File: config.mk
export PLATFORM = sky130hd
export DESIGN_NAME = row_column_run_length_hints
export DESIGN_NICKNAME = d
export VERILOG_FILES = /design/src/rclh_pkg.sv /design/src/rclh_front.sv /design/src/rclh_fifo.sv /design/src/rclh_back.sv /design/src/row_column_run_length_hints.sv
export SDC_FILE = /design/constraint.sdc
export NUM_CORES = 1
export LEC_CHECK = 0
export BUFFER_PORTS_ARGS = -buffer_cell sky130_fd_sc_hd__buf_4
export CAP_MARGIN = 20
export CORE_UTILIZATION = 40
export DETAILED_ROUTE_END_ITERATION = 10
export PLACE_DENSITY = 0.6
export SYNTH_ARGS = -nofsm -noshare
export SYNTH_HDL_FRONTEND = slang
export SYNTH_SLANG_ARGS = --single-unit
File: constraint.sdc
create_clock -name clk -period 5.66 [get_ports clk]
set_clock_uncertainty 0.2 [all_clocks]
set_input_delay 1.132 -clock clk [delete_from_list [all_inputs] [get_ports clk]]
set_output_delay 1.132 -clock clk [all_outputs]
set_load 0.005 [all_outputs]
File: src/rclh_pkg.sv
// shared types, constants and helpers for the run length hint block
// no dependencies

package rclh_pkg;

  localparam int MAX_ROWS   = 32;
  localparam int MAX_COLS   = 32;
  localparam int POS_W      = 5;
  localparam int RUN_W      = 6;
  localparam int CFG_AW     = 2;
  localparam int FIFO_DEPTH = 4;
  localparam int FIFO_AW    = 2;

  localparam logic [RUN_W-1:0] RUN_MAX = 6'd63;

  localparam logic [CFG_AW-1:0] REG_NUM_ROWS = 2'd0;
  localparam logic [CFG_AW-1:0] REG_NUM_COLS = 2'd1;

  localparam logic KIND_ROW = 1'b0;
  localparam logic KIND_COL = 1'b1;

  typedef struct packed {
    logic             kind;
    logic [POS_W-1:0] line;
    logic [RUN_W-1:0] len;
    logic             last;
  } hint_t;

  function automatic logic [RUN_W-1:0] bump(input logic [RUN_W-1:0] c);
    return (c < RUN_MAX) ? c + 6'd1 : RUN_MAX;
  endfunction

  function automatic logic [RUN_W-1:0] clamp_count(input logic [RUN_W-1:0] v,
                                                  input logic [RUN_W-1:0] maxv);
    logic [RUN_W-1:0] x;
    x = (v == '0) ? 6'd1 : v;
    return (x > maxv) ? maxv : x;
  endfunction

endpackage

File: src/rclh_front.sv
// front part: takes cells, keeps row/column run counters, queues hint entries
// depends on rclh_pkg

module rclh_front import rclh_pkg::*; (
  input  logic              clk,
  input  logic              rst_n,
  input  logic              cfg_we,
  input  logic [CFG_AW-1:0] cfg_addr,
  input  logic [RUN_W-1:0]  cfg_wdata,
  input  logic              in_tvalid,
  output logic              in_tready,
  input  logic              cell_filled,
  input  logic              q_full,
  output logic              q_push,
  output hint_t             q_data
);

  localparam logic [1:0] S_CELL  = 2'd0;
  localparam logic [1:0] S_COL   = 2'd1;
  localparam logic [1:0] S_FLUSH = 2'd2;

  logic [1:0]       state_r;
  logic [RUN_W-1:0] num_rows_r, num_cols_r;
  logic [POS_W-1:0] row_pos_r, col_pos_r, scan_r;
  logic [RUN_W-1:0] row_run_r;
  logic [RUN_W-1:0] col_runs_r [MAX_COLS];
  hint_t            col_hold_r;
  logic             any_flush_r;

  logic [POS_W-1:0]    rd_idx;
  logic [RUN_W-1:0]    cr, cr_nxt, row_len, row_run_nxt;
  logic [MAX_COLS-1:0] nz, nz_after, colmask, above, rem;
  logic                accept, row_end, grid_end, row_emit, col_emit, any_flush, flush_hit;

  assign in_tready = (state_r == S_CELL) && !q_full;
  assign accept    = in_tvalid && in_tready;

  // one shared read port: scan index while flushing, current column otherwise
  assign rd_idx = (state_r == S_FLUSH) ? scan_r : col_pos_r;
  assign cr     = col_runs_r[rd_idx];

  always_comb begin
    for (int k = 0; k < MAX_COLS; k++) begin
      nz[k]      = (col_runs_r[k] != '0);
      colmask[k] = (RUN_W'(k) < num_cols_r);
      above[k]   = (RUN_W'(k) > {1'b0, scan_r});
    end
    nz_after            = nz;
    nz_after[col_pos_r] = cell_filled;
  end

  assign row_end  = ({1'b0, col_pos_r} + 6'd1) >= num_cols_r;
  assign grid_end = row_end && (({1'b0, row_pos_r} + 6'd1) >= num_rows_r);

  assign row_emit    = (!cell_filled && (row_run_r != '0)) || (cell_filled && row_end);
  assign row_len     = cell_filled ? bump(row_run_r) : row_run_r;
  assign col_emit    = !cell_filled && (cr != '0);
  assign cr_nxt      = cell_filled ? bump(cr) : '0;
  assign row_run_nxt = (row_end || !cell_filled) ? '0 : bump(row_run_r);
  assign any_flush   = grid_end && ((nz_after & colmask) != '0);

  assign rem       = nz & colmask & above;
  assign flush_hit = nz[scan_r] && colmask[scan_r];

  always_comb begin
    q_push = 1'b0;
    q_data = '0;
    unique case (state_r)
      S_CELL: begin
        if (accept) begin
          if (row_emit) begin
            q_push = 1'b1;
            q_data = '{kind: KIND_ROW, line: row_pos_r, len: row_len,
                       last: !col_emit && !any_flush};
          end else if (col_emit) begin
            q_push = 1'b1;
            q_data = '{kind: KIND_COL, line: col_pos_r, len: cr, last: !any_flush};
          end
        end
      end
      S_COL: begin
        q_push = !q_full;
        q_data = col_hold_r;
      end
      S_FLUSH: begin
        q_push = flush_hit && !q_full;
        q_data = '{kind: KIND_COL, line: scan_r, len: cr, last: (rem == '0)};
      end
      default: begin
        q_push = 1'b0;
      end
    endcase
  end

  always_ff @(posedge clk) begin
    if (!rst_n) begin
      state_r     <= S_CELL;
      num_rows_r  <= RUN_W'(MAX_ROWS);
      num_cols_r  <= RUN_W'(MAX_COLS);
      row_pos_r   <= '0;
      col_pos_r   <= '0;
      row_run_r   <= '0;
      scan_r      <= '0;
      any_flush_r <= 1'b0;
      for (int k = 0; k < MAX_COLS; k++) col_runs_r[k] <= '0;
    end else if (cfg_we) begin
      if (cfg_addr == REG_NUM_ROWS || cfg_addr == REG_NUM_COLS) begin
        if (cfg_addr == REG_NUM_ROWS) num_rows_r <= clamp_count(cfg_wdata, RUN_W'(MAX_ROWS));
        else num_cols_r <= clamp_count(cfg_wdata, RUN_W'(MAX_COLS));
        state_r   <= S_CELL;
        row_pos_r <= '0;
        col_pos_r <= '0;
        row_run_r <= '0;
        for (int k = 0; k < MAX_COLS; k++) col_runs_r[k] <= '0;
      end
    end else begin
      unique case (state_r)
        S_CELL: begin
          if (accept) begin
            row_run_r   <= row_run_nxt;
            any_flush_r <= any_flush;
            scan_r      <= '0;
            col_hold_r  <= '{kind: KIND_COL, line: col_pos_r, len: cr, last: !any_flush};
            if (grid_end) begin
              row_pos_r <= '0;
              col_pos_r <= '0;
            end else if (row_end) begin
              row_pos_r <= row_pos_r + 5'd1;
              col_pos_r <= '0;
            end else begin
              col_pos_r <= col_pos_r + 5'd1;
            end
            // grid done with nothing left to flush: start the next grid clean
            if (grid_end && !any_flush) begin
              for (int k = 0; k < MAX_COLS; k++) col_runs_r[k] <= '0;
            end else begin
              col_runs_r[col_pos_r] <= cr_nxt;
            end
            if (row_emit && col_emit) state_r <= S_COL;
            else if (any_flush) state_r <= S_FLUSH;
          end
        end
        S_COL: begin
          if (!q_full) state_r <= any_flush_r ? S_FLUSH : S_CELL;
        end
        S_FLUSH: begin
          if (!flush_hit) begin
            scan_r <= scan_r + 5'd1;
          end else if (!q_full) begin
            if (rem == '0) begin
              for (int k = 0; k < MAX_COLS; k++) col_runs_r[k] <= '0;
              state_r <= S_CELL;
            end else begin
              scan_r <= scan_r + 5'd1;
            end
          end
        end
        default: begin
          state_r <= S_CELL;
        end
      endcase
    end
  end

endmodule

File: src/rclh_fifo.sv
// short queue of hint entries between the front and back parts
// depends on rclh_pkg

module rclh_fifo import rclh_pkg::*; (
  input  logic  clk,
  input  logic  rst_n,
  input  logic  push,
  input  hint_t push_data,
  output logic  full,
  input  logic  pop,
  output logic  head_valid,
  output hint_t head_data
);

  hint_t              mem_r [FIFO_DEPTH];
  logic [FIFO_AW-1:0] wr_ptr_r, rd_ptr_r;
  logic [FIFO_AW:0]   count_r;
  logic               do_push, do_pop;

  assign full       = (count_r == (FIFO_AW+1)'(FIFO_DEPTH));
  assign head_valid = (count_r != '0);
  assign head_data  = mem_r[rd_ptr_r];
  assign do_push    = push && !full;
  assign do_pop     = pop && head_valid;

  always_ff @(posedge clk) begin
    if (do_push) mem_r[wr_ptr_r] <= push_data;
  end

  always_ff @(posedge clk) begin
    if (!rst_n) begin
      wr_ptr_r <= '0;
      rd_ptr_r <= '0;
      count_r  <= '0;
    end else begin
      if (do_push) wr_ptr_r <= wr_ptr_r + 1'b1;
      if (do_pop) rd_ptr_r <= rd_ptr_r + 1'b1;
      unique case ({do_push, do_pop})
        2'b10:   count_r <= count_r + 1'b1;
        2'b01:   count_r <= count_r - 1'b1;
        default: count_r <= count_r;
      endcase
    end
  end

endmodule

File: src/rclh_back.sv
// back part: drains the queue into the registered result channel
// depends on rclh_pkg

module rclh_back import rclh_pkg::*; (
  input  logic  clk,
  input  logic  rst_n,
  input  logic  head_valid,
  input  hint_t head_data,
  output logic  pop,
  output logic  out_tvalid,
  input  logic  out_tready,
  output hint_t out_hint
);

  logic  valid_r;
  hint_t hint_r;

  // refill the output register from the queue whenever it is empty or being taken
  assign pop        = head_valid && (!valid_r || out_tready);
  assign out_tvalid = valid_r;
  assign out_hint   = hint_r;

  always_ff @(posedge clk) begin
    if (pop) hint_r <= head_data;
  end

  always_ff @(posedge clk) begin
    if (!rst_n) begin
      valid_r <= 1'b0;
    end else if (pop) begin
      valid_r <= 1'b1;
    end else if (out_tready) begin
      valid_r <= 1'b0;
    end
  end

endmodule

File: src/row_column_run_length_hints.sv
// a hint is queued, then registered for output; one cell per cycle while the queue
// has room; a cell giving both a row and a column run holds off input until its column hint
// is queued; the final cell of the grid starts a flush scan of open column runs (up to num_cols)
// a four-entry queue lets the cell side run ahead while results are stalled
// reset (synchronous, rst_n low): counters and column runs cleared, both sizes set to 32
module row_column_run_length_hints import rclh_pkg::*; (
  input  logic              clk,
  input  logic              rst_n,
  input  logic              cfg_we,
  input  logic [CFG_AW-1:0] cfg_addr,
  input  logic [RUN_W-1:0]  cfg_wdata,
  input  logic              in_tvalid,
  output logic              in_tready,
  input  logic [7:0]        in_tdata,   // [0] cell_filled
  output logic              out_tvalid,
  input  logic              out_tready,
  output logic [15:0]       out_tdata,  // [4:0] line_index, [10:5] run_length
  output logic              out_tuser,  // [0] hint_kind
  output logic              out_tlast
);

  logic  q_push, q_full, q_pop, q_valid;
  hint_t q_in, q_head, out_hint;

  rclh_front u_front (
    .clk         (clk),
    .rst_n       (rst_n),
    .cfg_we      (cfg_we),
    .cfg_addr    (cfg_addr),
    .cfg_wdata   (cfg_wdata),
    .in_tvalid   (in_tvalid),
    .in_tready   (in_tready),
    .cell_filled (in_tdata[0]),
    .q_full      (q_full),
    .q_push      (q_push),
    .q_data      (q_in)
  );

  rclh_fifo u_fifo (
    .clk        (clk),
    .rst_n      (rst_n),
    .push       (q_push),
    .push_data  (q_in),
    .full       (q_full),
    .pop        (q_pop),
    .head_valid (q_valid),
    .head_data  (q_head)
  );

  rclh_back u_back (
    .clk        (clk),
    .rst_n      (rst_n),
    .head_valid (q_valid),
    .head_data  (q_head),
    .pop        (q_pop),
    .out_tvalid (out_tvalid),
    .out_tready (out_tready),
    .out_hint   (out_hint)
  );

  assign out_tdata = {5'b0, out_hint.len, out_hint.line};
  assign out_tuser = out_hint.kind;
  assign out_tlast = out_hint.last;

endmodule

==> flow_summary.yaml <==
setup_path:
  required_ns: 5.93
  critPathLaunchType: "flip-flop"
  end_kind: "flip-flop"
  critical_path.startpoint: "u_front.state_r[0]"
  worstPathArrival_ns: 5.57
  critical_path_class: "reg -> reg"
  worst_r2r_startpoint: "u_front.state_r[0]"
  maximum_fanout_encountered_on_the_critical_timing_path: 27
grt:
  grtUsageTotal: 0.271
  first_global_vias: 14372
  antenna_found_initial: 1
  grt_start_max_net_pins: 53
  overflow_after_grt: 0
  global_route_wire_length_before_repair_mm: 94.5
sta:
  max_transition_margin: 0.189
  timing.hold.ws_ns: 0.281
  final-setup-viol-count: 0
  grt_setup_unrepaired: "false"
  finalHoldViolCount: 0
  fin_setup_tns_ns: 0
  layout_min_cycle_time_ns: 5.31
  worst_slew_pin_slew_ns: 1.21
  max_freq_mhz: 188
  timing_max_transition_violations_final: 0
  min_period_over_period: 0.937
floorplanning:
  ports: 41
  start_util: 0.406
  fp-row-count: 78
  dieWidth_um: 217
  die_height_um: 217
  placeableCoreArea_um2: 45400
  dieArea_um2: 46900
cells_and_area:
  final_net_count: 1788
  antennaDiodeCount: 0
  layout.cells.most_common: "sky130_fd_sc_hd__edfxtp_1"
  post_route_cells_drive_above_1_share: 0.158
  mostFrequentLayoutCells: "sky130_fd_sc_hd__edfxtp_1 (269), sky130_fd_sc_hd__nor3_1 (176), sky130_fd_sc_hd__nor2_1 (118)"
  finalCoreUtilization: 0.455
  flow.area_growth_from_synthesis_pct: 12.0
logic_synthesis:
  warnings_from_yosys: 0
  async_reset_ff_frac: 0
  synth.yosys.seq_area_share: 0.486
  ys_ff_latch: 313
  syn-mean-instance-area_um2: 10.7
  syn-instance-count: 1725
  synthFlopType: "sky130_fd_sc_hd__edfxtp_1"
  synth_edf_count: 269
  netlist_area_um2: 18400
  netlist-cell-type-count: 98
cts:
  postCtsResizedCells: 0
  htree_levels: 2
  tritoncts_clock_tree: "yes"
  clock_tree.root_cell: "sky130_fd_sc_hd__clkbuf_16"
  cts_made_buffers: 36
  cts_hold_buffers: 0
  post_cts.repair.setup_buffers: 0
  insertion_delay_ns: 0.55
  cts-root-to-sink-buffers: 3
  clkTransAtPathRegs_ns: 0.06
  tritoncts_num_sinks: 313
flow_run:
  max_cap_viols: 0
place:
  gpl.final_weighted_congestion: 1.01
  place.detailed.hpwl_mm: 45.6
  placement.io_buffers: 28
routing:
  avgViaCountPerCell: 6.47
  routed_wire_length_per_instance_um: 27.2
  total_routed_length_mm: 64.0
  vias: 15247
  drt-pass1-iter-count: 6
  first_iter_violations: 1976
  drc: 0
  detail-route-antenna-nets: 0
pwr:
  leakage_nw: 7.03
  pwr_density_cell_nw_per_um2: 306
  ir_worst_vdd_mv: 0.257
  p_total_mw: 6.32
worst_hold_path:
  hold_class: "reg -> reg"
  holdCritStartpoint: "u_back.out_tvalid"
status:
  run_status: "completed"
## synthesized netlist by cell type, drive strengths merged (8+ instances only)
library cell	count	share of area
a211o	8	0.0038
nand4	18	0.0097
o21ai	79	0.022
and3	17	0.0058
edfxtp	269	0.44
nand3	41	0.011
a21o	15	0.0061
dfxtp	44	0.048
a31oi	20	0.0068
nor4	33	0.012
or4	19	0.0077
inv	36	0.0073
o32ai	10	0.0048
mux2	11	0.0071
nand2	105	0.022
a22oi	35	0.014
nor2b	32	0.011
o22ai	11	0.0037
ha	34	0.023
nor2	125	0.026
mux4	47	0.058
buf	83	0.026
mux2i	53	0.030
clkbuf	72	0.015
a21oi	64	0.018
or2	9	0.0031
o221ai	15	0.0071
nand2b	45	0.015
a21boi	16	0.0065
and2	24	0.0081
nand3b	9	0.0037
a211oi	11	0.0045
nor3	178	0.049
## flip-flops by register name (all words and copies together), names as in the netlist
name / flops
u_front.col_runs_r: 192
u_fifo.mem_r: 52
u_back.out_hint: 13
u_front.col_hold_r: 12
u_front.num_cols_r: 6
u_front.num_rows_r: 6
u_front.row_run_r: 6
u_front.col_pos_r: 5
u_front.row_pos_r: 5
u_front.scan_r: 5
u_fifo.count_r: 3
u_fifo.rd_ptr_r: 2
u_fifo.wr_ptr_r: 2
u_front.state_r: 2
u_back.out_tvalid: 1
u_front.any_flush_r: 1
## cell families after synthesis
group / after synthesis / share of synthesized area
other: 1 / 0.000203
flip-flops: 313 / 0.486
multiplexers: 111 / 0.0951
AND/OR/NAND/NOR: 685 / 0.198
adder cells (fa/ha/maj): 36 / 0.0247
XOR/XNOR: 10 / 0.00475
AO/OA/AOI/OAI: 376 / 0.143
buffers and inverters: 193 / 0.0480
## where the power goes
group          switching [mW]  internal, mW
sequential              0.126          2.73
clock                   0.964          1.39
combinational           0.650         0.461
## path summary, 6_finish.rpt
| kind | end | slack [ns] | cells past startpoint |
|---|---|---|---|
| hold / removal | u_back.out_tvalid | 0.28 | 2 |
| setup / recovery | u_fifo.count_r[2] | 0.35 | 19 |
| hold reg to reg | u_back.out_tvalid | 0.28 | 2 |
| setup reg to reg | u_fifo.count_r[2] | 0.35 | 19 |
## routing by layer
metal	track usage	vias up	wire length, um
li1	-	6669	-
met1	0.381	7496	26500
met2	0.404	934	27800
met3	0.0595	148	7100
met4	0.110	0	2670
met5	0	-	0
## stage by stage
step                cell area, um2  setup slack (ns)  std cells
floorplan                    18400              1.08       1729
global placement             19400             0.453       2292
detailed placement           19400             0.419       2293
CTS                          20600             0.399       2355
global route                 20600             0.120       2356
finish                       20600             0.354       2356
## final cells by class
class / instances / area [um2]
fill: 4200 / 24700
inverter: 38 / 143
clock inverter: 19 / 203
tap: 600 / 751
multi-input combinational: 1223 / 8600
clock buffer: 43 / 958
sequential: 313 / 8960
timing repair buffer: 120 / 1020
## critical path: stages (launching register included)
cell                       delay, ns
sky130_fd_sc_hd__dfxtp_1        0.34
sky130_fd_sc_hd__inv_1          0.09
sky130_fd_sc_hd__ha_2           0.36
sky130_fd_sc_hd__buf_4          0.42
sky130_fd_sc_hd__mux2i_4        0.35
sky130_fd_sc_hd__buf_12         0.24
sky130_fd_sc_hd__buf_4          0.22
sky130_fd_sc_hd__mux4_2         0.52
sky130_fd_sc_hd__a32oi_1        0.22
sky130_fd_sc_hd__nand2_1        0.14
sky130_fd_sc_hd__nor4_2         0.41
sky130_fd_sc_hd__nand4_2        0.27
sky130_fd_sc_hd__o21ai_2        0.27
sky130_fd_sc_hd__a21oi_2        0.15
sky130_fd_sc_hd__inv_1          0.08
sky130_fd_sc_hd__ha_1           0.18
sky130_fd_sc_hd__fa_1           0.20
sky130_fd_sc_hd__xnor2_1        0.08
sky130_fd_sc_hd__or3_1          0.30
sky130_fd_sc_hd__a21boi_0       0.15
Note: power is estimated with default switching activity, not from simulation.
